==> src/design/polygon_most_orthogonal_edge_select_macros.svh <==
// assertion macros for the polygon most-orthogonal edge selector
// used by the top level only, no other dependencies
`ifndef POLYGON_MOST_ORTHOGONAL_EDGE_SELECT_MACROS_SVH
`define POLYGON_MOST_ORTHOGONAL_EDGE_SELECT_MACROS_SVH

// antecedent implies consequent in the same cycle
`define PMOES_ASSERT_SAME(label, clk, rst, ante, cons) \
  label: assert property (@(posedge clk) disable iff (rst) (ante) |-> (cons)) \
    else $error("pmoes assertion failed");

// antecedent implies consequent in the following cycle
`define PMOES_ASSERT_NEXT(label, clk, rst, ante, cons) \
  label: assert property (@(posedge clk) disable iff (rst) (ante) |=> (cons)) \
    else $error("pmoes assertion failed");

`endif

==> src/design/pmoes_pkg.sv <==
// shared types and constants for the polygon most-orthogonal edge selector
// no dependencies
package pmoes_pkg;

  localparam int MAX_VERTICES = 256;
  localparam int CNT_W        = $clog2(MAX_VERTICES + 1);
  localparam int COORD_W      = 14;
  localparam int REF_W        = 15;
  localparam int DIFF_W       = 15;
  localparam int EDGE_W       = 8;
  localparam int PROD_W       = 2 * DIFF_W;
  localparam int SQSUM_W      = PROD_W + 1;
  localparam int DOT_W        = PROD_W + 2;
  localparam int METRIC_W     = 2 * SQSUM_W;
  localparam int CFG_IDX_W    = 2;
  localparam int QUEUE_DEPTH  = 4;
  localparam int QPTR_W       = $clog2(QUEUE_DEPTH);
  localparam int QCNT_W       = $clog2(QUEUE_DEPTH + 1);

  typedef enum logic [CFG_IDX_W-1:0] {
    CFG_REF_X = 2'd0,
    CFG_REF_Y = 2'd1,
    CFG_REF_Z = 2'd2,
    CFG_REF_W = 2'd3
  } cfg_reg_t;

  typedef enum logic {
    F_RUN,
    F_CLOSE
  } front_state_t;

  typedef struct packed {
    logic signed [COORD_W-1:0] x;
    logic signed [COORD_W-1:0] y;
    logic signed [COORD_W-1:0] z;
    logic signed [COORD_W-1:0] w;
  } vertex_t;

  typedef struct packed {
    logic signed [DIFF_W-1:0] ex;
    logic signed [DIFF_W-1:0] ey;
    logic signed [DIFF_W-1:0] ez;
    logic signed [DIFF_W-1:0] ew;
    logic [EDGE_W-1:0]        idx;
    logic                     close;
    logic                     ovf;
  } edge_job_t;

  typedef struct packed {
    logic push;
    logic full;
  } q_wr_t;

  function automatic logic signed [DIFF_W-1:0] coord_diff(
    input logic signed [COORD_W-1:0] b,
    input logic signed [COORD_W-1:0] a
  );
    coord_diff = DIFF_W'(b) - DIFF_W'(a);
  endfunction

endpackage

==> src/design/pmoes_queue.sv <==
// short queue of edge jobs between front and back
// depends on pmoes_pkg
module pmoes_queue (
  input  logic                 clk,
  input  logic                 rst,
  input  logic                 push,
  input  pmoes_pkg::edge_job_t wr_job,
  output logic                 full,
  input  logic                 pop,
  output logic                 empty,
  output pmoes_pkg::edge_job_t rd_job
);

  pmoes_pkg::edge_job_t           entries [pmoes_pkg::QUEUE_DEPTH];
  logic [pmoes_pkg::QPTR_W-1:0]   wr_ptr;
  logic [pmoes_pkg::QPTR_W-1:0]   rd_ptr;
  logic [pmoes_pkg::QCNT_W-1:0]   fill;
  logic                           do_push;
  logic                           do_pop;

  assign full    = fill == pmoes_pkg::QCNT_W'(pmoes_pkg::QUEUE_DEPTH);
  assign empty   = fill == '0;
  assign do_push = push && !full;
  assign do_pop  = pop && !empty;
  assign rd_job  = entries[rd_ptr];

  always_ff @(posedge clk) begin
    if (rst) begin
      wr_ptr <= '0;
      rd_ptr <= '0;
      fill   <= '0;
    end else begin
      if (do_push) begin
        wr_ptr <= wr_ptr + 1'b1;
      end
      if (do_pop) begin
        rd_ptr <= rd_ptr + 1'b1;
      end
      unique case ({do_push, do_pop})
        2'b10:   fill <= fill + 1'b1;
        2'b01:   fill <= fill - 1'b1;
        default: fill <= fill;
      endcase
    end
  end

  always_ff @(posedge clk) begin
    if (do_push) begin
      entries[wr_ptr] <= wr_job;
    end
  end

endmodule

==> config.mk <==
export PLATFORM = sky130hd
export DESIGN_NAME = pmoes_queue
export DESIGN_NICKNAME = d
export VERILOG_FILES = /design/src/design/polygon_most_orthogonal_edge_select_macros.svh /design/src/design/pmoes_pkg.sv /design/src/design/pmoes_queue.sv
export SDC_FILE = /design/constraint.sdc
export NUM_CORES = 1
export LEC_CHECK = 0
export BUFFER_PORTS_ARGS = -buffer_cell sky130_fd_sc_hd__buf_2
export CAP_MARGIN = 20
export CORE_UTILIZATION = 25
export CTS_CLUSTER_DIAMETER = 30
export DETAILED_ROUTE_END_ITERATION = 6
export GPL_ROUTABILITY_DRIVEN = 1
export GPL_TIMING_DRIVEN = 0
export HOLD_SLACK_MARGIN = 0.06
export PLACE_DENSITY_LB_ADDON = 0.25
export SETUP_SLACK_MARGIN = 0.1
export SYNTH_ARGS = -nofsm -noshare
export SYNTH_HDL_FRONTEND = slang
export SYNTH_SLANG_ARGS = --single-unit
==> constraint.sdc <==
create_clock -name clk -period 2.8 [get_ports clk]
set_clock_uncertainty 0.05 [all_clocks]
set_input_delay 0.28 -clock clk [delete_from_list [all_inputs] [get_ports clk]]
set_output_delay 0.28 -clock clk [all_outputs]
set_load 0.005 [all_outputs]
==> flow_summary_export.csv, run 1 <==
group,metric,value,unit
logic_synthesis,synth.avg_cell_area,25.4,um2
logic_synthesis,synth_flop_cell,"edfxtp_1",
sta,rsz0062_at_grt,"no",
clock_tree,clock_latency,0.58,ns
sta,relSlewSlack,57.5,%
detailed_routing,post_drt_via_cell_ratio,4.09,
detailed_routing,avgRoutedWirePerCell,18.0,um
flow_run,maxCapViolations,0,
logic_synthesis,async_flop_share,0,%
power,ir_drop,0.493,mV
floorplanning,io_pins,146,
power,clock_power_share,48.3,%
layout,layout_common_cells,"edfxtp_1, buf_2, dlygate4sd3_1",
sta,max_freq,0.424,GHz
logic_synthesis,synth_top_family_by_area,"multiplexers",
sta,slew_violations,0,
power,swShare,22.9,%
logic_synthesis,synth_seq_area_share,80.6,%
sta,min_period,2.36,ns
detailed_routing,antenna_left,0,
sta,hold_violations,0,
critical_path,r2r_start,"fill[2]",
clock_tree,cts_htree_levels,2,
detailed_routing,routed_wl,23.3,mm
floorplanning,die_w,208,um
place,gp_congestion,0.679,
logic_synthesis,synth_edf_count,280,
floorplanning,die_area,43400,um2
logic_synthesis,synth.cell_area,10700,um2
detailed_routing,num_vias,5278,
logic_synthesis,synth-seq-cells,289,
clock_tree,cts_inserted_buffers,61,
logic_synthesis,synth-compound-area-share,0.399,%
power,p_leak,5.22,nW
global_routing,grt_antenna_before_repair,2,
critical_path,arrival,2.03,ns
logic_synthesis,synth_cell_type_count,22,
floorplanning,die_y,208,um
logic_synthesis,syn-instance-count,420,
clock_tree,clock_path_buffers,3,
global_routing,grt_max_degree,38,
critical_path,r2r_cells,9,
place,dp_slack,0.460,ns
place,placed_cells,1107,
place,placed_area,12200,um2
critical_path,critical_path.max_fanout,10,
sta,period_share,84.2,%
power,p_int,11.9,mW
place,hpwl,13.8,mm
critical_path,end_kind,"output pin",
critical_path,cp_data_required_time,2.47,ns
layout,utilization,35.9,%
hold_path,min_delay_path_depth,2,
power,power_density,1020,nW/um2
floorplanning,initial_utilization,25.4,%
layout,fin_nets,783,
detailed_routing,dr.pass1.iters,4,
global_routing,grt_pass1_wl,35.4,mm
logic_synthesis,synth-xor-area-share,0.247,%
layout,drive_gt1_share,44.8,%
global_routing,grt_use_total,11.0,%
clock_tree,cts_tree,"built",
global_routing,grt_overflow,0,
power,p_seq_share,34.3,%
detailed_routing,first_iter_violations,225,
status,status,"completed",
sta,setup_ws,0.442,ns
sta,worstMarginPinSlew,0.638,ns
logic_synthesis,ys_warn_count,0,
power,power.net_switching,3.54,mW
clock_tree,cts.sinks,289,
place,io_buffer_count,144,
clock_tree,cts_root_buf,"clkbuf_16",
power,power_frac_comb,17.4,%
clock_tree,path_clk_slew,0.04,ns
logic_synthesis,yosys.area_share.simple,0.940,%
layout,area_growth,41.5,%
logic_synthesis,synth_mux_area_share,14.9,%
hold_path,worstHoldStart,"wr_job[16]",
layout,layout.cells.non_filler,1291,
critical_path,start_kind,"flip-flop",
global_routing,grt_pass1_vias,6122,
critical_path,critPathKind,"flip-flop to output pin",
layout,mostFrequentLayoutCell,"edfxtp_1",
detailed_routing,route.detailed.drc,0,
hold_path,hp-class,"input port to flip-flop",
layout,fin_area,15100,um2
logic_synthesis,syn_nets,500,
sta,finalSetupViolCount,0,
floorplanning,core,41900,um2
logic_synthesis,synth_fa_ha_area_share,0.775,%
floorplanning,row_count,75,
state kept, by name (all words and copies together) (netlist names), named ones only:
register,count
entries,280
fill,3
rd_ptr,2
wr_ptr,2
timing repair:
item / CTS / global route
resized for setup: 1 / 0
hold buffers: 73 / 0
setup endpoints to repair: 70 / 0
endpoints found under the hold margin: 288 / 0
setup buffers: 0 / 0
metrics by stage:
stage	power, mW	TNS (ns)	hold slack (ns)
after floorplan	7.00	0	0.329
after global placement	7.98	-55.46	0.432
after detailed placement	8.08	0	0.447
after CTS	15.7	0	0.337
after global routing	16.1	0	0.363
final	15.4	0	0.400
final cells by class:
type	count	area [um2]
antenna	2	5.00
buffer	16	190
clock buffer	69	1580
clock inverter	41	589
fill	3857	26900
inverter	8	30.0
multi-input combinational	106	1850
sequential	289	8590
tap	539	674
timing repair buffer	221	1560
cells in the mapped netlist, drive strengths merged (2+ instances only):
| cell | instances | area share [%] |
|---|---|---|
| and2 | 4 | 0.23 |
| dfxtp | 9 | 1.7 |
| nand2b | 2 | 0.12 |
| edfxtp | 280 | 79 |
| inv | 8 | 0.28 |
| ha | 5 | 0.59 |
| xor2 | 3 | 0.25 |
| or3 | 3 | 0.18 |
| o21ai | 3 | 0.14 |
| a21oi | 4 | 0.19 |
| mux4 | 70 | 15 |
| nor2 | 6 | 0.21 |
| buf | 17 | 1.8 |
power by group through the flow:
stage	logic (mW)	registers (mW)	clock network, mW
4_1_cts	2.81	5.30	7.65
2_1_floorplan	1.67	5.33	0
3_5_place_dp	2.72	5.36	0
3_3_place_gp	2.63	5.35	0
5_1_grt	2.94	5.32	7.83
6_report	2.69	5.29	7.46
path summary, 6_finish.rpt:
check	endpoint	slack [ns]
worst max-delay path	rd_job[61]	0.44
worst max register to register	fill[2]	0.49
worst min register to register	flip-flop	0.45
worst min-delay path	entries[1][16]	0.40
cell families (layout without fill, tap and decap cells):
logic type               after synthesis  count (layout)
multiplexers                          71              71
AO/OA/AOI/OAI                          8               8
flip-flops                           289             289
other                                  0               2
buffers and inverters                 25             355
adder cells (fa/ha/maj)                6               6
AND/OR/NAND/NOR                       18              18
XOR/XNOR                               3               3
worst max-delay path: stages, from the launching register on:
cell     delay, ns
dfxtp_2       0.47
buf_2         0.43
mux4_2        0.37
buf_2         0.16
routing by layer:
layer | wire (um) | vias up | track usage (%)
met5 | 0 | - | 0
li1 | - | 2385 | -
met2 | 11800 | 144 | 18.6
met1 | 9590 | 2699 | 12.6
met4 | 612 | 0 | 4.67
met3 | 1280 | 50 | 3.55
No activity file was read; power rests on OpenSTA's default activity.
==> run 2: changes to the inputs <==
- clock period: 2.8 -> 2.1 ns (I/O delays scaled with it)
==> flow_summary_export.csv, run 2 (same netlist as run 1, synthesis figures left out) <==
group,metric,value,unit
status,status,"complete, but fails checks",
status,violations,"setup timing",
layout,layout.cells.non_filler,1312,
sta,max_freq,0.447,GHz
layout,largestRegisters,"entries (280), fill (3)",
hold_path,min_delay_path_depth,2,
global_routing,grt_use_total,11.6,%
layout,regMostFlops,"entries",
hold_path,hold_path_end,"entries[1][27]",
detailed_routing,route.detailed.drc,0,
detailed_routing,antenna_left,0,
global_routing,grt_pass1_vias,6064,
layout,num_antenna_cells,0,
layout,nFillCells,3880,
power,finalPower,21.3,mW
hold_path,worstHoldStart,"wr_job[27]",
floorplanning,row_count,75,
floorplanning,die_y,208,um
critical_path,ff2ff_setup_slack,0.08,ns
layout,drive_gt1_share,47.6,%
flow_run,maxCapViolations,0,
place,placed_cells,1107,
critical_path,r2r_start,"fill[0]",
clock_tree,clock_latency,0.57,ns
sta,slew_violations,0,
global_routing,grt_antenna_before_repair,0,
sta,relSlewSlack,71.0,%
sta,timing.hold.ws,0.337,ns
place,placed_area,12200,um2
critical_path,critPathMaxStageDelay,0.49,ns
power,power_density,1370,nW/um2
clock_tree,cts_htree_levels,2,
clock_tree,clock_path_buffers,3,
critical_path,arrival,1.98,ns
floorplanning,initial_utilization,25.4,%
floorplanning,die_area,43400,um2
sta,tns,-7.32,ns
global_routing,grt_max_degree,49,
layout,mostFrequentLayoutCell,"edfxtp_1",
layout,seq_area,8600,um2
clock_tree,cts.sinks,289,
critical_path,end_kind,"output pin",
layout,multiInputGateArea,1930,um2
critical_path,r2r_cells,9,
power,p_leak,5.40,nW
place,io_buffer_count,144,
hold_path,hp-class,"input port to flip-flop",
sta,setup_ws,-0.139,ns
critical_path,cp_data_required_time,1.84,ns
power,ir_drop,0.660,mV
detailed_routing,routed_wl,24.9,mm
place,hpwl,13.9,mm
critical_path,critPathKind,"flip-flop to output pin",
sta,period_share,107,%
sta,rsz0062_at_grt,"yes",
clock_tree,cts_tree,"built",
sta,min_period,2.24,ns
sta,hold_violations,0,
clock_tree,cts_root_buf,"clkbuf_16",
detailed_routing,avgRoutedWirePerCell,19.0,um
sta,finalSetupViolCount,70,
critical_path,crit_buf_inv,4,
floorplanning,io_pins,146,
floorplanning,core,41900,um2
critical_path,start_kind,"flip-flop",
critical_path,critical_path.max_fanout,7,
detailed_routing,first_iter_violations,183,
detailed_routing,post_drt_via_cell_ratio,4.12,
critical_path,cpMaxStageDelayCell,"mux4_2",
detailed_routing,dr.pass1.iters,6,
place,dp_slack,-0.161,ns
place,gp_congestion,0.679,
layout,layout_common_cells,"edfxtp_1, buf_2, dlygate4sd3_1",
layout,area_growth,45.6,%
detailed_routing,num_vias,5402,
layout,fin_nets,805,
floorplanning,die_w,208,um
critical_path,rr_endpoint,"fill[2]",
layout,fin_area,15500,um2
global_routing,grt_overflow,0,
clock_tree,path_clk_slew,0.05,ns
layout,utilization,37.0,%
sta,worstMarginPinSlew,0.435,ns
critical_path,critPathTopFamily,"buffers and inverters",
critical_path,crit_chain,"buf_12 > buf_4 > clkbuf_16 > mux4_2 > buf_2",
clock_tree,cts_inserted_buffers,58,
global_routing,grt_pass1_wl,36.7,mm
layout,largest_reg_flops,280,
run 2: worst max-delay path by stage:
stage,from,to,slack (ns),cells past startpoint
after floorplan,fill[1],entries[0][0],0.06,3
after global placement,fill[1],entries[0][66],-0.80,3
after detailed placement,flip-flop,rd_job[21],-0.16,4
after CTS,flip-flop,rd_job[21],-0.22,5
after global routing,flip-flop,rd_job[1],-0.23,5
final,flip-flop,rd_job[9],-0.14,5
run 2: where the power goes:
part           internal, mW  leakage [nW]  switching [mW]
Combinational          2.60          1.74            1.90
Sequential             6.91          2.65           0.150
Clock                  6.82          1.01            2.88
Total                  16.3          5.40            4.92
run 2: final cells by class:
class                   instances  area share, %
plain buffers                  16           1.47
clock inverters                42           3.83
flip-flops and latches        289           55.5
well taps                     539           4.35
inverters                       8          0.194
multi-input cells             110           12.5
repair buffers                242           12.6
clock buffers                  66           9.69
run 2: layer usage:
| metal | global-route usage [%] | vias up | routed length, um |
|---|---|---|---|
| met3 | 2.78 | 47 | 990 |
| met2 | 20.3 | 147 | 12800 |
| met1 | 13.4 | 2776 | 10300 |
| met4 | 5.57 | 0 | 751 |
| met5 | 0 | - | 0 |
| li1 | - | 2432 | - |
run 2: repair_timing:
| item | in CTS | in global routing |
|---|---|---|
| gates resized for setup | 29 | 15 |
| setup buffers | 12 | 1 |
| pin swaps | 8 | 2 |
| setup endpoints to repair | 262 | 72 |
| cloned | 6 | 5 |
| endpoints found under the hold margin | 288 | 0 |
| hold buffers | 74 | 0 |
