`src/design/polygon_most_orthogonal_edge_select_macros.svh`:
```
// assertion macros for the polygon most-orthogonal edge selector
// used by the top level only, no other dependencies
`ifndef POLYGON_MOST_ORTHOGONAL_EDGE_SELECT_MACROS_SVH
`define POLYGON_MOST_ORTHOGONAL_EDGE_SELECT_MACROS_SVH

// antecedent implies consequent in the same cycle
`define PMOES_ASSERT_SAME(label, clk, rst, ante, cons) \
  label: assert property (@(posedge clk) disable iff (rst) (ante) |-> (cons)) \
    else $error("pmoes assertion failed");

// antecedent implies consequent in the following cycle
`define PMOES_ASSERT_NEXT(label, clk, rst, ante, cons) \
  label: assert property (@(posedge clk) disable iff (rst) (ante) |=> (cons)) \
    else $error("pmoes assertion failed");

`endif

```
`src/design/pmoes_pkg.sv`:
```
// shared types and constants for the polygon most-orthogonal edge selector
// no dependencies
package pmoes_pkg;

  localparam int MAX_VERTICES = 256;
  localparam int CNT_W        = $clog2(MAX_VERTICES + 1);
  localparam int COORD_W      = 14;
  localparam int REF_W        = 15;
  localparam int DIFF_W       = 15;
  localparam int EDGE_W       = 8;
  localparam int PROD_W       = 2 * DIFF_W;
  localparam int SQSUM_W      = PROD_W + 1;
  localparam int DOT_W        = PROD_W + 2;
  localparam int METRIC_W     = 2 * SQSUM_W;
  localparam int CFG_IDX_W    = 2;
  localparam int QUEUE_DEPTH  = 4;
  localparam int QPTR_W       = $clog2(QUEUE_DEPTH);
  localparam int QCNT_W       = $clog2(QUEUE_DEPTH + 1);

  typedef enum logic [CFG_IDX_W-1:0] {
    CFG_REF_X = 2'd0,
    CFG_REF_Y = 2'd1,
    CFG_REF_Z = 2'd2,
    CFG_REF_W = 2'd3
  } cfg_reg_t;

  typedef enum logic {
    F_RUN,
    F_CLOSE
  } front_state_t;

  typedef struct packed {
    logic signed [COORD_W-1:0] x;
    logic signed [COORD_W-1:0] y;
    logic signed [COORD_W-1:0] z;
    logic signed [COORD_W-1:0] w;
  } vertex_t;

  typedef struct packed {
    logic signed [DIFF_W-1:0] ex;
    logic signed [DIFF_W-1:0] ey;
    logic signed [DIFF_W-1:0] ez;
    logic signed [DIFF_W-1:0] ew;
    logic [EDGE_W-1:0]        idx;
    logic                     close;
    logic                     ovf;
  } edge_job_t;

  typedef struct packed {
    logic push;
    logic full;
  } q_wr_t;

  function automatic logic signed [DIFF_W-1:0] coord_diff(
    input logic signed [COORD_W-1:0] b,
    input logic signed [COORD_W-1:0] a
  );
    coord_diff = DIFF_W'(b) - DIFF_W'(a);
  endfunction

endpackage

```
`src/design/pmoes_front.sv`:
```
// front end: accepts vertices, tracks polygon state and issues edge jobs
// depends on pmoes_pkg
module pmoes_front (
  input  logic                                clk,
  input  logic                                rst,
  input  logic                                in_valid,
  output logic                                in_stall,
  input  pmoes_pkg::vertex_t                  vtx,
  input  logic                                last_vertex,
  output pmoes_pkg::q_wr_t                    qw_ctl,
  input  logic                                q_full,
  output pmoes_pkg::edge_job_t                job
);

  localparam logic [pmoes_pkg::CNT_W-1:0] MAX_CNT =
    pmoes_pkg::CNT_W'(pmoes_pkg::MAX_VERTICES);

  pmoes_pkg::front_state_t state, state_next;
  logic [pmoes_pkg::CNT_W-1:0] vertex_count;
  logic                        count_overflowed;
  pmoes_pkg::vertex_t          first_vertex;
  pmoes_pkg::vertex_t          previous_vertex;
  logic                        accept;
  logic [pmoes_pkg::EDGE_W-1:0] cur_idx;

  assign accept  = in_valid && !in_stall;
  assign cur_idx = pmoes_pkg::EDGE_W'(vertex_count - 1'b1);

  always_comb begin
    state_next = state;
    unique case (state)
      pmoes_pkg::F_RUN: begin
        if (accept && last_vertex && vertex_count != '0 && vertex_count != MAX_CNT) begin
          state_next = pmoes_pkg::F_CLOSE;
        end
      end
      pmoes_pkg::F_CLOSE: begin
        if (!q_full) begin
          state_next = pmoes_pkg::F_RUN;
        end
      end
      default: state_next = pmoes_pkg::F_RUN;
    endcase
  end

  always_comb begin
    in_stall      = 1'b0;
    qw_ctl.push   = 1'b0;
    qw_ctl.full   = q_full;
    job.ex        = pmoes_pkg::coord_diff(first_vertex.x, previous_vertex.x);
    job.ey        = pmoes_pkg::coord_diff(first_vertex.y, previous_vertex.y);
    job.ez        = pmoes_pkg::coord_diff(first_vertex.z, previous_vertex.z);
    job.ew        = pmoes_pkg::coord_diff(first_vertex.w, previous_vertex.w);
    job.idx       = cur_idx;
    job.close     = 1'b1;
    job.ovf       = count_overflowed;
    unique case (state)
      pmoes_pkg::F_RUN: begin
        in_stall = q_full;
        if (accept) begin
          priority if (vertex_count == MAX_CNT) begin
            qw_ctl.push = last_vertex;
            job.ovf     = 1'b1;
          end else if (vertex_count == '0) begin
            // single vertex polygon closes on a zero edge
            qw_ctl.push = last_vertex;
            job.ex      = '0;
            job.ey      = '0;
            job.ez      = '0;
            job.ew      = '0;
            job.idx     = '0;
          end else begin
            qw_ctl.push = 1'b1;
            job.ex      = pmoes_pkg::coord_diff(vtx.x, previous_vertex.x);
            job.ey      = pmoes_pkg::coord_diff(vtx.y, previous_vertex.y);
            job.ez      = pmoes_pkg::coord_diff(vtx.z, previous_vertex.z);
            job.ew      = pmoes_pkg::coord_diff(vtx.w, previous_vertex.w);
            job.close   = 1'b0;
          end
        end
      end
      pmoes_pkg::F_CLOSE: begin
        in_stall    = 1'b1;
        qw_ctl.push = !q_full;
      end
      default: in_stall = 1'b1;
    endcase
  end

  always_ff @(posedge clk) begin
    if (rst) begin
      state            <= pmoes_pkg::F_RUN;
      vertex_count     <= '0;
      count_overflowed <= 1'b0;
    end else begin
      state <= state_next;
      if (state == pmoes_pkg::F_CLOSE) begin
        if (!q_full) begin
          vertex_count     <= '0;
          count_overflowed <= 1'b0;
        end
      end else if (accept) begin
        if (vertex_count == MAX_CNT) begin
          count_overflowed <= 1'b1;
        end else begin
          vertex_count <= vertex_count + 1'b1;
        end
        if (last_vertex && (vertex_count == '0 || vertex_count == MAX_CNT)) begin
          vertex_count     <= '0;
          count_overflowed <= 1'b0;
        end
      end
    end
  end

  always_ff @(posedge clk) begin
    if (state == pmoes_pkg::F_RUN && accept && vertex_count != MAX_CNT) begin
      previous_vertex <= vtx;
      if (vertex_count == '0) begin
        first_vertex <= vtx;
      end
    end
  end

endmodule

```
`config.mk`:
```
export PLATFORM = sky130hd
export DESIGN_NAME = pmoes_front
export DESIGN_NICKNAME = d
export VERILOG_FILES = /design/src/design/polygon_most_orthogonal_edge_select_macros.svh /design/src/design/pmoes_pkg.sv /design/src/design/pmoes_front.sv
export SDC_FILE = /design/constraint.sdc
export NUM_CORES = 1
export LEC_CHECK = 0
export ABC_AREA = 1
export BUFFER_PORTS_ARGS = -buffer_cell sky130_fd_sc_hd__clkbuf_2
export CAP_MARGIN = 20
export CORE_MARGIN = 2
export CORE_UTILIZATION = 61
export CTS_BUF_LIST = sky130_fd_sc_hd__clkbuf_2
export CTS_CLUSTER_DIAMETER = 40
export DETAILED_ROUTE_END_ITERATION = 10
export PLACE_DENSITY = 0.83
export SKIP_CTS_REPAIR_TIMING = 1
export SYNTH_ARGS = -nofsm -noshare
export SYNTH_HDL_FRONTEND = slang
export SYNTH_SLANG_ARGS = --single-unit
```
`constraint.sdc`:
```
create_clock -name clk -period 3.5 [get_ports clk]
set_input_delay 0.35 -clock clk [delete_from_list [all_inputs] [get_ports clk]]
set_output_delay 0.35 -clock clk [all_outputs]
set_load 0.02 [all_outputs]
```
==> results.rst, run 1 <==
.. list-table::
   :header-rows: 1

   * - Metric
     - Value
   * - Run status
     - complete, no violations
   * - Most frequently used flop master after synthesis
     - sky130_fd_sc_hd__edfxtp_1
   * - Std-Cell Core Area
     - 0.0172 mm2
   * - Synthesized flop and latch total
     - 123
   * - Class of the most critical setup path
     - reg2out
   * - Hold/Removal Path Class
     - in2reg
   * - Post-place instance area
     - 0.0116 mm2
   * - Total of warnings raised by yosys
     - 0
   * - Simple-gate share of the synthesized area
     - 28.7%
   * - Total nets after synthesis
     - 1601
   * - Critical path fanouts, max
     - 4
   * - Setup crit start kind
     - register
   * - RePlAce Congestion
     - 0.957
   * - Share of the synthesized area in the top cell type
     - 31.5%
   * - Library cells used by synthesis
     - 38
   * - Dominant cell by count in the synthesized netlist
     - sky130_fd_sc_hd__nand2_1
   * - Buffer levels on the longest clock path
     - 2
   * - Register area share after synthesis
     - 33.6%
   * - Largest net degree at the start of global routing
     - 42
   * - Synth-to-Final Area Change
     - 16.2%
   * - Remaining antenna violation count
     - 0
   * - Average instance area after synthesis
     - 7.52 um2
   * - Register-to-Register Path Depth
     - 8
   * - Proportion of synthesized flip-flops having asynchronous set or reset
     - 0%
   * - Max-slew violation count
     - 0
   * - Initial DRC count
     - 966
   * - GRT Resource Usage Total
     - 28.6%
   * - Number of H-tree levels
     - 4
   * - Synth area leader
     - sky130_fd_sc_hd__edfxtp_1
   * - Total negative slack for setup checks
     - 0 ns
   * - Dominant combinational cell family by area after synthesis
     - simple AND/OR/NAND/NOR gates
   * - Endpoint kind of the worst setup timing path
     - primary output
   * - Largest voltage drop on the vdd net
     - 0.000212 V
   * - Capture endpoint of the worst hold path
     - vertex_count[8]
   * - Number of max-cap violations
     - 0
   * - Compound-Gate Fraction of Synth Area
     - 11.4%
   * - Max Freq
     - 297 MHz
   * - Layout cell share with drive strength beyond 1
     - 12.0%
   * - Worst Hold Path Cells
     - 6
   * - Starting utilization of the core area
     - 62.1%
   * - Max-Slew Margin vs Limit
     - 56.0%
   * - Nets@finish
     - 1801
   * - Die width
     - 136 um
   * - Row count
     - 48
   * - Worst-case clock skew
     - 0.0351 ns
   * - Remaining global-route overflow
     - 0
   * - Synthesized cell area
     - 0.0107 mm2
   * - Number of I/O port buffers
     - 133
   * - Die H
     - 136 um
   * - Synthesized-area fraction occupied by adder cells
     - 14.9%
   * - 1st-pass router iterations
     - 6
   * - Detailed Route WL
     - 27500 um
   * - Initial antenna violation count
     - 1
   * - Gate count of the mapped netlist
     - 1418
   * - Setup-violating endpoint count in the final report
     - 0
   * - Average routed wire per standard cell
     - 14.8 um
   * - CP Data Required Time
     - 3.15 ns
   * - CTS tree
     - done
   * - Xor/xnor cell area share of the yosys netlist
     - 3.20%
   * - Detailed-placement wirelength estimate
     - 20500 um
   * - Origin of the worst min-delay path
     - last_vertex
   * - Period utilization
     - 96.2%
   * - IO Count
     - 134
   * - Drt via density
     - 5.59
   * - Top post-synthesis cells by area
     - sky130_fd_sc_hd__edfxtp_1, sky130_fd_sc_hd__nand2_1, sky130_fd_sc_hd__ha_1, sky130_fd_sc_hd__inv_1, sky130_fd_sc_hd__nand3_1
   * - Drc violations
     - 0
   * - Final instance area
     - 0.0124 mm2
   * - Leading cell types by count after synthesis
     - sky130_fd_sc_hd__nand2_1, sky130_fd_sc_hd__inv_1, sky130_fd_sc_hd__ha_1, sky130_fd_sc_hd__edfxtp_1, sky130_fd_sc_hd__nand3_1
   * - Reported leakage power
     - 6.14 nW
   * - Actual slew at the worst max-slew pin
     - 0.652 ns
   * - Global-route wire length before repair
     - 42300 um
   * - Time the final worst path needs with I/O delays and setup
     - 3.37 ns
   * - Via count of the first global-routing pass
     - 9302
   * - Sinks on Clock Net
     - 123
   * - Number of buffers created by CTS
     - 17
   * - Mux contribution to synthesized area
     - 0%
   * - Cell at the root of the clock tree
     - sky130_fd_sc_hd__clkbuf_2
   * - Finished Layout Cells
     - 1857
   * - Crit Reg-Reg Startpoint
     - vertex_count[0]
   * - Full die area
     - 0.0186 mm2
   * - Pwr Density
     - 346 mW/mm2
   * - Vias post-DR
     - 10400
   * - Final Util
     - 72.2%
   * - Final number of hold-violating endpoints
     - 0
   * - Clock latency on the worst-skew pair
     - 0.72 ns
   * - Number of enable-type register cells in the synthesized netlist
     - 112
   * - End of the worst register-to-register path
     - first_vertex[16]
   * - Data arrival at the endpoint of the critical path
     - 3.02 ns
   * - Inst Count DP
     - 1766
   * - Clock slew at reported path FFs
     - 0.20 ns
   * - Internal reg-to-reg setup slack
     - 0.84 ns
==> how the worst max path moves through the flow <==
stage	start	end	slack, ns	cells past startpoint
after floorplan	vertex_count[0]	first_vertex[0]	0.59	7
after global placement	vtx[28]	job[54]	0.80	12
after detailed placement	vtx[28]	job[50]	0.75	12
after CTS	previous_vertex[28]	job[50]	0.01	10
after global routing	previous_vertex[14]	job[33]	-0.04	10
final	previous_vertex[14]	job[33]	0.13	10
==> per-stage QoR <==
step	total power [mW]	setup slack (ns)	hold WS [ns]
6_report	4.29	0.134	0.0434
5_1_grt	4.54	-0.0365	0.0451
4_1_cts	4.23	0.0101	-0.225
3_5_place_dp	3.33	0.747	0.538
3_3_place_gp	3.30	0.805	0.533
2_1_floorplan	2.88	0.590	0.419
==> where the power goes <==
group          switching [mW]  leakage, nW  total, mW  internal [mW]
Sequential             0.0265         1.13       1.71           1.69
Combinational            1.07         4.87       1.67          0.600
Clock                   0.579        0.135      0.903          0.324
==> cell families after synthesis <==
logic type / count (synthesis)
AOI/OAI and AO/OA: 220
and+or+nand+nor: 698
buffers and inverters: 216
DFF: 123
adders and majority gates: 122
xor gates and xnor gates: 39
==> cell usage in the layout, fill, tap and decap left out, types with 3 or more instances in the layout <==
cell type	Yosys	final
sky130_fd_sc_hd__o21bai_1	11	11
sky130_fd_sc_hd__o21ai_2	4	5
sky130_fd_sc_hd__inv_1	194	193
sky130_fd_sc_hd__nand2_1	406	406
sky130_fd_sc_hd__o21ai_1	3	8
sky130_fd_sc_hd__dlygate4sd3_1	0	58
sky130_fd_sc_hd__nand3_2	4	4
sky130_fd_sc_hd__nor2_1	86	86
sky130_fd_sc_hd__xnor2_1	27	27
sky130_fd_sc_hd__o21ai_0	55	49
sky130_fd_sc_hd__a21oi_1	107	107
sky130_fd_sc_hd__nand3_1	112	112
sky130_fd_sc_hd__inv_2	6	5
sky130_fd_sc_hd__clkinv_2	0	4
sky130_fd_sc_hd__nand4_1	31	31
sky130_fd_sc_hd__dfxtp_1	11	11
sky130_fd_sc_hd__ha_1	114	114
sky130_fd_sc_hd__buf_12	0	3
sky130_fd_sc_hd__xor2_1	12	12
sky130_fd_sc_hd__and2_1	13	13
sky130_fd_sc_hd__o22ai_1	22	22
sky130_fd_sc_hd__o21a_1	6	6
sky130_fd_sc_hd__fa_1	8	8
sky130_fd_sc_hd__clkbuf_2	0	152
sky130_fd_sc_hd__nand3b_1	27	27
sky130_fd_sc_hd__edfxtp_1	112	112
sky130_fd_sc_hd__clkinvlp_4	0	3
sky130_fd_sc_hd__nor3_1	9	9
sky130_fd_sc_hd__a21boi_0	8	8
==> critical path, cell delays in order (launching register included) <==
cell	delay, ns
sky130_fd_sc_hd__edfxtp_1	0.46
sky130_fd_sc_hd__ha_1	0.24
sky130_fd_sc_hd__fa_1	0.40
sky130_fd_sc_hd__o21ai_0	0.41
sky130_fd_sc_hd__nand2_1	0.09
sky130_fd_sc_hd__nand2_1	0.16
sky130_fd_sc_hd__nand2_1	0.12
sky130_fd_sc_hd__nand3b_1	0.12
sky130_fd_sc_hd__nand3_1	0.08
sky130_fd_sc_hd__nand2_1	0.08
sky130_fd_sc_hd__clkbuf_2	0.16
==> flip-flops by register name, indices dropped and copies added, names as in the netlist <==
signal            flops
state                 1
vertex_count          9
previous_vertex      56
first_vertex         56
count_overflowed      1
==> layer usage <==
layer | vias to the layer above | wire [um] | share of wire [%] | GRT usage (%)
met5 | - | 0 | 0 | 0
li1 | 5194 | - | - | -
met2 | 468 | 13100 | 48 | 48.6
met3 | 51 | 2390 | 8.7 | 5.93
met4 | 0 | 463 | 1.7 | 8.10
met1 | 4676 | 11600 | 42 | 36.9
==> area by class of cell <==
type | count | area (um2)
Clock buffer | 19 | 95.1
Clock inverter | 13 | 128
Multi-Input combinational cell | 1079 | 6210
Fill cell | 1377 | 4780
Tap cell | 225 | 282
Antenna cell | 1 | 2.50
Sequential cell | 123 | 3580
Timing Repair Buffer | 197 | 1340
Inverter | 200 | 756
Note: power is estimated with default switching activity, not from simulation.
==> inputs of run 2 (changes only) <==
--- a/config.mk
+++ b/config.mk
@@ -6,14 +6,14 @@
 export NUM_CORES = 1
 export LEC_CHECK = 0
 export ABC_AREA = 1
-export BUFFER_PORTS_ARGS = -buffer_cell sky130_fd_sc_hd__clkbuf_2
 export CAP_MARGIN = 20
 export CORE_MARGIN = 2
-export CORE_UTILIZATION = 61
+export CORE_UTILIZATION = 65
 export CTS_BUF_LIST = sky130_fd_sc_hd__clkbuf_2
 export CTS_CLUSTER_DIAMETER = 40
 export DETAILED_ROUTE_END_ITERATION = 10
-export PLACE_DENSITY = 0.83
+export DONT_BUFFER_PORTS = 1
+export PLACE_DENSITY = 0.81
 export SKIP_CTS_REPAIR_TIMING = 1
 export SYNTH_ARGS = -nofsm -noshare
 export SYNTH_HDL_FRONTEND = slang
==> results.rst, run 2 (synthesis gave the netlist of run 1 again) <==
.. list-table::
   :header-rows: 1

   * - Metric
     - Value
   * - Clock slew at reported path FFs
     - 0.19 ns (about the same)
   * - Sinks on Clock Net
     - 123 (unchanged)
   * - Class of the most critical setup path
     - reg2out
   * - Cell family with the largest share of critical-path delay
     - simple AND/OR/NAND/NOR gates
   * - Commonest cells after routing, fill and taps aside
     - sky130_fd_sc_hd__nand2_1, sky130_fd_sc_hd__inv_1, sky130_fd_sc_hd__ha_1
   * - Setup crit start kind
     - register
   * - Nets@finish
     - 1697 (-5.8%)
   * - Synth-to-Final Area Change
     - 12.0%
   * - Number of I/O port buffers
     - 0 (-100%)
   * - Critical path cell sequence
     - ha_1 -> fa_1 -> o21ai_0 -> nand2_1 -> nand2_1 -> nand2_1 -> nand3_1 -> nand3_1 -> nand2_1
   * - GR peak layer
     - met2
   * - IO Count
     - 134 (unchanged)
   * - Period utilization
     - 96.7% (+0.50 points)
   * - Starting utilization of the core area
     - 66.9% (+4.8 points)
   * - Detailed-placement wirelength estimate
     - 20700 um (+1.2%)
   * - Layout cell share with drive strength beyond 1
     - 5.89% (-6.1 points)
   * - Total power consumption of the routed design
     - 4.27 mW (-0.48%)
   * - 1st-pass router iterations
     - 7 (+1)
   * - GRT Resource Usage Total
     - 30.7% (+2.1 points)
   * - Critical Path Max Stage Delay
     - 0.47 ns (about the same)
   * - Total negative slack for setup checks
     - 0 ns (unchanged)
   * - Detailed Route WL
     - 28100 um (+2.5%)
   * - Top Registers
     - first_vertex x56, previous_vertex x56, vertex_count x9
   * - Std-Cell Core Area
     - 0.0159 mm2 (-7.2%)
   * - Clock latency on the worst-skew pair
     - 0.70 ns (-0.02 ns)
   * - Critical path fanouts, max
     - 5 (+1)
   * - GR Util met1
     - 40.1% (+3.2 points)
   * - Remaining antenna violation count
     - 0 (unchanged)
   * - Initial antenna violation count
     - 1 (unchanged)
   * - Pwr Density
     - 357 mW/mm2 (+3.3%)
   * - Internal reg-to-reg setup slack
     - 0.73 ns (-0.11 ns)
   * - Setup crit start
     - previous_vertex[14]
   * - Register-to-Register Path Depth
     - 10 (+2)
   * - Vias post-DR
     - 10300 (-1.3%)
   * - Row count
     - 46 (-4.2%)
   * - Full die area
     - 0.0175 mm2 (-6.0%)
   * - Die width
     - 132 um (-3.0%)
   * - Path length in cells of the critical path
     - 9 (-1)
   * - Data arrival at the endpoint of the critical path
     - 3.03 ns (about the same)
   * - Met2 GRT Util
     - 50.1% (+1.6 points)
   * - Initial DRC count
     - 1020 (+5.6%)
   * - Time the final worst path needs with I/O delays and setup
     - 3.38 ns (+0.0174 ns)
   * - Drt via density
     - 5.88 (+5.1%)
   * - RePlAce Congestion
     - 1.00 (+4.5%)
   * - Cell seen most often among critical-path stages
     - sky130_fd_sc_hd__nand2_1
   * - Cell with the biggest individual delay on the critical path
     - sky130_fd_sc_hd__o21ai_0
   * - Number of fill cells
     - 1254 (-8.9%)
   * - Number of H-tree levels
     - 4 (unchanged)
   * - Buffer levels on the longest clock path
     - 2 (unchanged)
   * - Number of buffers created by CTS
     - 17 (unchanged)
   * - Leading cell type in the layout, fill and taps excluded
     - sky130_fd_sc_hd__nand2_1
   * - Largest voltage drop on the vdd net
     - 0.000331 V (+56%)
   * - Worst-case clock skew
     - 0.0418 ns (+0.00676 ns)
   * - Max Freq
     - 296 MHz (-0.51%)
   * - Max-Slew Margin vs Limit
     - 45.7% (-10 points)
   * - Hold/Removal Path Class
     - in2reg
   * - Number of max-cap violations
     - 0 (unchanged)
   * - End of the worst register-to-register path
     - vertex_count[8]
   * - Via count of the first global-routing pass
     - 9318 (+0.17%)
   * - Final instance area
     - 0.0119 mm2 (-3.6%)
   * - CP Data Required Time
     - 3.15 ns (about the same)
   * - Average routed wire per standard cell
     - 16.1 um (+9.1%)
   * - Drc violations
     - 0 (unchanged)
   * - Final number of hold-violating endpoints
     - 0 (unchanged)
   * - Die H
     - 132 um (-3.0%)
   * - Largest net degree at the start of global routing
     - 57 (+36%)
   * - Max-slew violation count
     - 0 (unchanged)
   * - Worst setup endpoint
     - job[39]
   * - Crit Reg-Reg Startpoint
     - vertex_count[0]
   * - Combined buffer and inverter count along the critical path
     - 0 (-1)
   * - Global-route wire length before repair
     - 43800 um (+3.3%)
   * - Cell at the root of the clock tree
     - sky130_fd_sc_hd__clkbuf_2
   * - Post-place instance area
     - 0.0111 mm2 (-4.4%)
   * - Setup-violating endpoint count in the final report
     - 0 (unchanged)
   * - Run status
     - complete, no violations
   * - CTS tree
     - done
   * - Origin of the worst min-delay path
     - vtx[6]
   * - Reported leakage power
     - 5.73 nW (-6.6%)
   * - Actual slew at the worst max-slew pin
     - 0.805 ns (+0.153 ns)
   * - Remaining global-route overflow
     - 0 (unchanged)
   * - Endpoint kind of the worst setup timing path
     - primary output
   * - Fraction of met3 tracks used by global routing
     - 7.23% (+1.3 points)
run 2: worst min path at each step:
stage                     depth (start not counted)  slack (ns)            endpoint
after detailed placement                          1        0.42     vertex_count[8]
after floorplan                                   1        0.42               state
after CTS                                         1       -0.36     vertex_count[8]
after global placement                            1        0.42               state
final                                             1        0.29  previous_vertex[6]
after global routing                              1        0.23  previous_vertex[4]
run 2: layout make-up:
type / count / area [um2] / area share, %
clock inverter: 12 / 149 / 1.25
clock buffer: 20 / 100 / 0.838
multi-input combinational: 1079 / 6220 / 52.1
inverter: 200 / 756 / 6.33
sequential: 123 / 3580 / 30.0
timing repair buffer: 93 / 863 / 7.23
tap: 216 / 270 / 2.26
antenna: 1 / 2.50 / 0.0209
run 2: where the power goes:
group / switching [mW] / leakage, nW / total [mW] / internal, mW
logic: 1.04 / 4.45 / 1.59 / 0.546
registers: 0.0266 / 1.13 / 1.72 / 1.69
clock network: 0.565 / 0.149 / 0.968 / 0.403
total: 1.63 / 5.73 / 4.27 / 2.64
run 2: metrics by stage:
step                hold WS (ns)  cells  worst slack, ns  utilization [%]
floorplan                  0.419   1418            0.590                -
global placement           0.420   1650            0.869             69.4
detailed placement         0.424   1650            0.779             69.4
CTS                       -0.358   1682          -0.0169             71.0
global route               0.228   1744          -0.0658             74.9
finish                     0.293   1744            0.116             74.9
run 2: worst reg2reg max path: stages (launching register included):
cell                            delay (ns)
sky130_fd_sc_hd__dfxtp_1              0.37
sky130_fd_sc_hd__inv_1                0.14
sky130_fd_sc_hd__ha_1                 0.21
sky130_fd_sc_hd__nor3b_4              0.29
sky130_fd_sc_hd__nand3_2              0.16
sky130_fd_sc_hd__nand2_4              0.10
sky130_fd_sc_hd__buf_4                0.44
sky130_fd_sc_hd__nand2_4              0.23
sky130_fd_sc_hd__nand3_1              0.12
sky130_fd_sc_hd__a21oi_1              0.07
sky130_fd_sc_hd__dlygate4sd3_1        0.58
run 2: metal layers:
layer,vias to the layer above,share of wire (%)
met5,-,0
met4,0,3.0
met3,82,9.0
met2,512,47
met1,4665,41
li1,4995,-
==> inputs of run 3 (changes only) <==
--- a/config.mk
+++ b/config.mk
@@ -13,8 +13,9 @@
 export CTS_CLUSTER_DIAMETER = 40
 export DETAILED_ROUTE_END_ITERATION = 10
 export DONT_BUFFER_PORTS = 1
-export PLACE_DENSITY = 0.81
+export PLACE_DENSITY = 0.82
 export SKIP_CTS_REPAIR_TIMING = 1
 export SYNTH_ARGS = -nofsm -noshare
 export SYNTH_HDL_FRONTEND = slang
 export SYNTH_SLANG_ARGS = --single-unit
+export TNS_END_PERCENT = 1
==> results.rst, run 3 (synthesis gave the netlist of run 1 again) <==
.. list-table::
   :header-rows: 1

   * - Metric
     - Value
   * - Vias post-DR
     - 10300 (+0.39%)
   * - Max-slew violation count
     - 0 (unchanged)
   * - 1st-pass router iterations
     - 7 (unchanged)
   * - Cell at the root of the clock tree
     - sky130_fd_sc_hd__clkbuf_2
   * - Internal reg-to-reg setup slack
     - 1.09 ns (+0.36 ns)
   * - Time the final worst path needs with I/O delays and setup
     - 3.34 ns (-0.0468 ns)
   * - Initial DRC count
     - 932 (-8.6%)
   * - CP Data Required Time
     - 3.15 ns (about the same)
   * - RePlAce Congestion
     - 0.971 (-3.0%)
   * - Reported leakage power
     - 5.74 nW (about the same)
   * - Critical Path Max Stage Delay
     - 0.45 ns (-0.02 ns)
   * - Cell family with the largest share of critical-path delay
     - simple AND/OR/NAND/NOR gates
   * - Number of I/O port buffers
     - 0 (unchanged)
   * - Run status
     - complete, no violations
   * - Critical path fanouts, max
     - 4 (-1)
   * - Worst-case clock skew
     - 0.0460 ns (+0.00415 ns)
   * - Hold/Removal Path Class
     - in2reg
   * - Largest voltage drop on the vdd net
     - 0.000268 V (-19%)
   * - Remaining global-route overflow
     - 0 (unchanged)
   * - Remaining antenna violation count
     - 0 (unchanged)
   * - Number of buffers created by CTS
     - 17 (unchanged)
   * - Origin of the worst min-delay path
     - vtx[48]
   * - Setup crit start kind
     - register
   * - Drc violations
     - 0 (unchanged)
   * - Total negative slack for setup checks
     - 0 ns (unchanged)
   * - Period utilization
     - 95.3% (-1.3 points)
   * - Max-Slew Margin vs Limit
     - 46.8% (+1.1 points)
   * - Cell seen most often among critical-path stages
     - sky130_fd_sc_hd__nand2_1
   * - Detailed-placement wirelength estimate
     - 21000 um (+1.1%)
   * - Cell with the biggest individual delay on the critical path
     - sky130_fd_sc_hd__edfxtp_1
   * - Top Registers
     - first_vertex x56, previous_vertex x56, vertex_count x9
   * - Global-route wire length before repair
     - 44000 um (+0.47%)
   * - Number of fill cells
     - 1223 (-2.5%)
   * - Synth-to-Final Area Change
     - 12.2%
   * - Critical path cell sequence
     - ha_1 -> fa_1 -> o21ai_0 -> nand2_1 -> nand2_1 -> nand2_1 -> nand3b_1 -> nand3_1 -> nand2_1
   * - Drt via density
     - 5.90 (+0.39%)
   * - Crit Reg-Reg Startpoint
     - vertex_count[0]
   * - Inst Count DP
     - 1650 (unchanged)
   * - Detailed Route WL
     - 28500 um (+1.3%)
   * - Endpoint kind of the worst setup timing path
     - primary output
   * - Register-to-Register Path Depth
     - 8 (-2)
   * - Largest net degree at the start of global routing
     - 57 (unchanged)
   * - CTS tree
     - done
   * - Full die area
     - 0.0175 mm2 (unchanged)
   * - Commonest cells after routing, fill and taps aside
     - sky130_fd_sc_hd__nand2_1, sky130_fd_sc_hd__inv_1, sky130_fd_sc_hd__ha_1
   * - End of the worst register-to-register path
     - first_vertex[16]
   * - Row count
     - 46 (unchanged)
   * - Leading cell type in the layout, fill and taps excluded
     - sky130_fd_sc_hd__nand2_1
   * - Clock slew at reported path FFs
     - 0.24 ns (+0.05 ns)
   * - Die width
     - 132 um (unchanged)
   * - Data arrival at the endpoint of the critical path
     - 2.99 ns (-0.04 ns)
   * - Worst Hold Path Cells
     - 1 (unchanged)
   * - Via count of the first global-routing pass
     - 9216 (-1.1%)
   * - Final Util
     - 75.1% (+0.11 points)
   * - Class of the most critical setup path
     - reg2out
   * - Average routed wire per standard cell
     - 16.3 um (+1.3%)
   * - Final number of hold-violating endpoints
     - 0 (unchanged)
   * - Capture endpoint of the worst hold path
     - first_vertex[48]
   * - Layout cell share with drive strength beyond 1
     - 6.02% (+0.13 points)
   * - Number of max-cap violations
     - 0 (unchanged)
   * - Initial antenna violation count
     - 1 (unchanged)
   * - Starting utilization of the core area
     - 66.9% (unchanged)
   * - Actual slew at the worst max-slew pin
     - 0.790 ns (-0.0159 ns)
   * - Final instance area
     - 0.0120 mm2 (+0.15%)
   * - IO Count
     - 134 (unchanged)
   * - Minimum hold slack
     - 0.276 ns (-0.0171 ns)
   * - Setup WS pre-CTS
     - 0.813 ns (+0.0345 ns)
   * - GRT Resource Usage Total
     - 30.8% (+0.045 points)
   * - Post-place instance area
     - 0.0111 mm2 (+0.11%)
   * - Setup-violating endpoint count in the final report
     - 0 (unchanged)
   * - Sinks on Clock Net
     - 123 (unchanged)
   * - Nets@finish
     - 1697 (unchanged)
   * - Clock latency on the worst-skew pair
     - 0.71 ns (about the same)
   * - Smallest setup slack after layout
     - 0.163 ns (+0.0468 ns)
   * - Max Freq
     - 300 MHz (+1.4%)
   * - Die H
     - 132 um (unchanged)
   * - Std-Cell Core Area
     - 0.0159 mm2 (unchanged)
   * - Total power consumption of the routed design
     - 4.28 mW (+0.29%)
   * - Pwr Density
     - 358 mW/mm2 (+0.14%)
   * - Finished Layout Cells
     - 1744 (unchanged)
   * - Combined buffer and inverter count along the critical path
     - 0 (unchanged)
   * - Buffer levels on the longest clock path
     - 2 (unchanged)
   * - Number of H-tree levels
     - 4 (unchanged)
## run 3: cell types whose count changed in the layout (fill, tap and decap cells not counted), sizes merged
cell,delta
inv,+5
clkinvlp,+2
clkbuf,-3
clkinv,-3
bufinv,-1
## run 3: worst max path at each step
stage	endpoint	cells past startpoint	slack [ns]	startpoint
2_1_floorplan	first_vertex[0]	7	0.59	vertex_count[0]
3_3_place_gp	job[44]	9	0.87	vertex_count[0]
3_5_place_dp	job[62]	8	0.81	vertex_count[0]
4_1_cts	job[62]	8	-0.01	vertex_count[0]
5_1_grt	job[31]	10	-0.009	vertex_count[0]
6_report	job[35]	9	0.16	previous_vertex[14]
## run 3: worst reg2reg max path, stage by stage (launching register included)
cell	delay (ns)
sky130_fd_sc_hd__dfxtp_1	0.37
sky130_fd_sc_hd__inv_1	0.14
sky130_fd_sc_hd__ha_1	0.20
sky130_fd_sc_hd__nor3b_4	0.30
sky130_fd_sc_hd__nand2_1	0.15
sky130_fd_sc_hd__nor3_2	0.15
sky130_fd_sc_hd__nand3_1	0.27
sky130_fd_sc_hd__inv_2	0.15
sky130_fd_sc_hd__buf_12	0.32
## run 3: area by class of cell
cell class,instances,area (um2),area share [%]
Inverter,200,756,6.32
Timing Repair Buffer,93,876,7.32
Antenna cell,1,2.50,0.0209
Clock inverter,15,164,1.37
Clock buffer,17,85.1,0.711
Sequential cell,123,3580,29.9
Tap cell,216,270,2.26
Multi-Input combinational cell,1079,6230,52.1
## run 3: power breakdown
part,internal [mW],switching (mW)
clock network,0.339,0.629
logic,0.552,1.04
registers,1.69,0.0276
## run 3: metal layers
layer  part of all wire [%]  routed length [um]  up-vias  global-route usage (%)
met2                     47               13400      555                    52.0
met1                     41               11600     4678                    39.9
met5                      0                   0        -                       0
met4                    3.3                 937        0                    10.2
li1                       -                   -     4977                       -
met3                    9.1                2590       84                    5.84
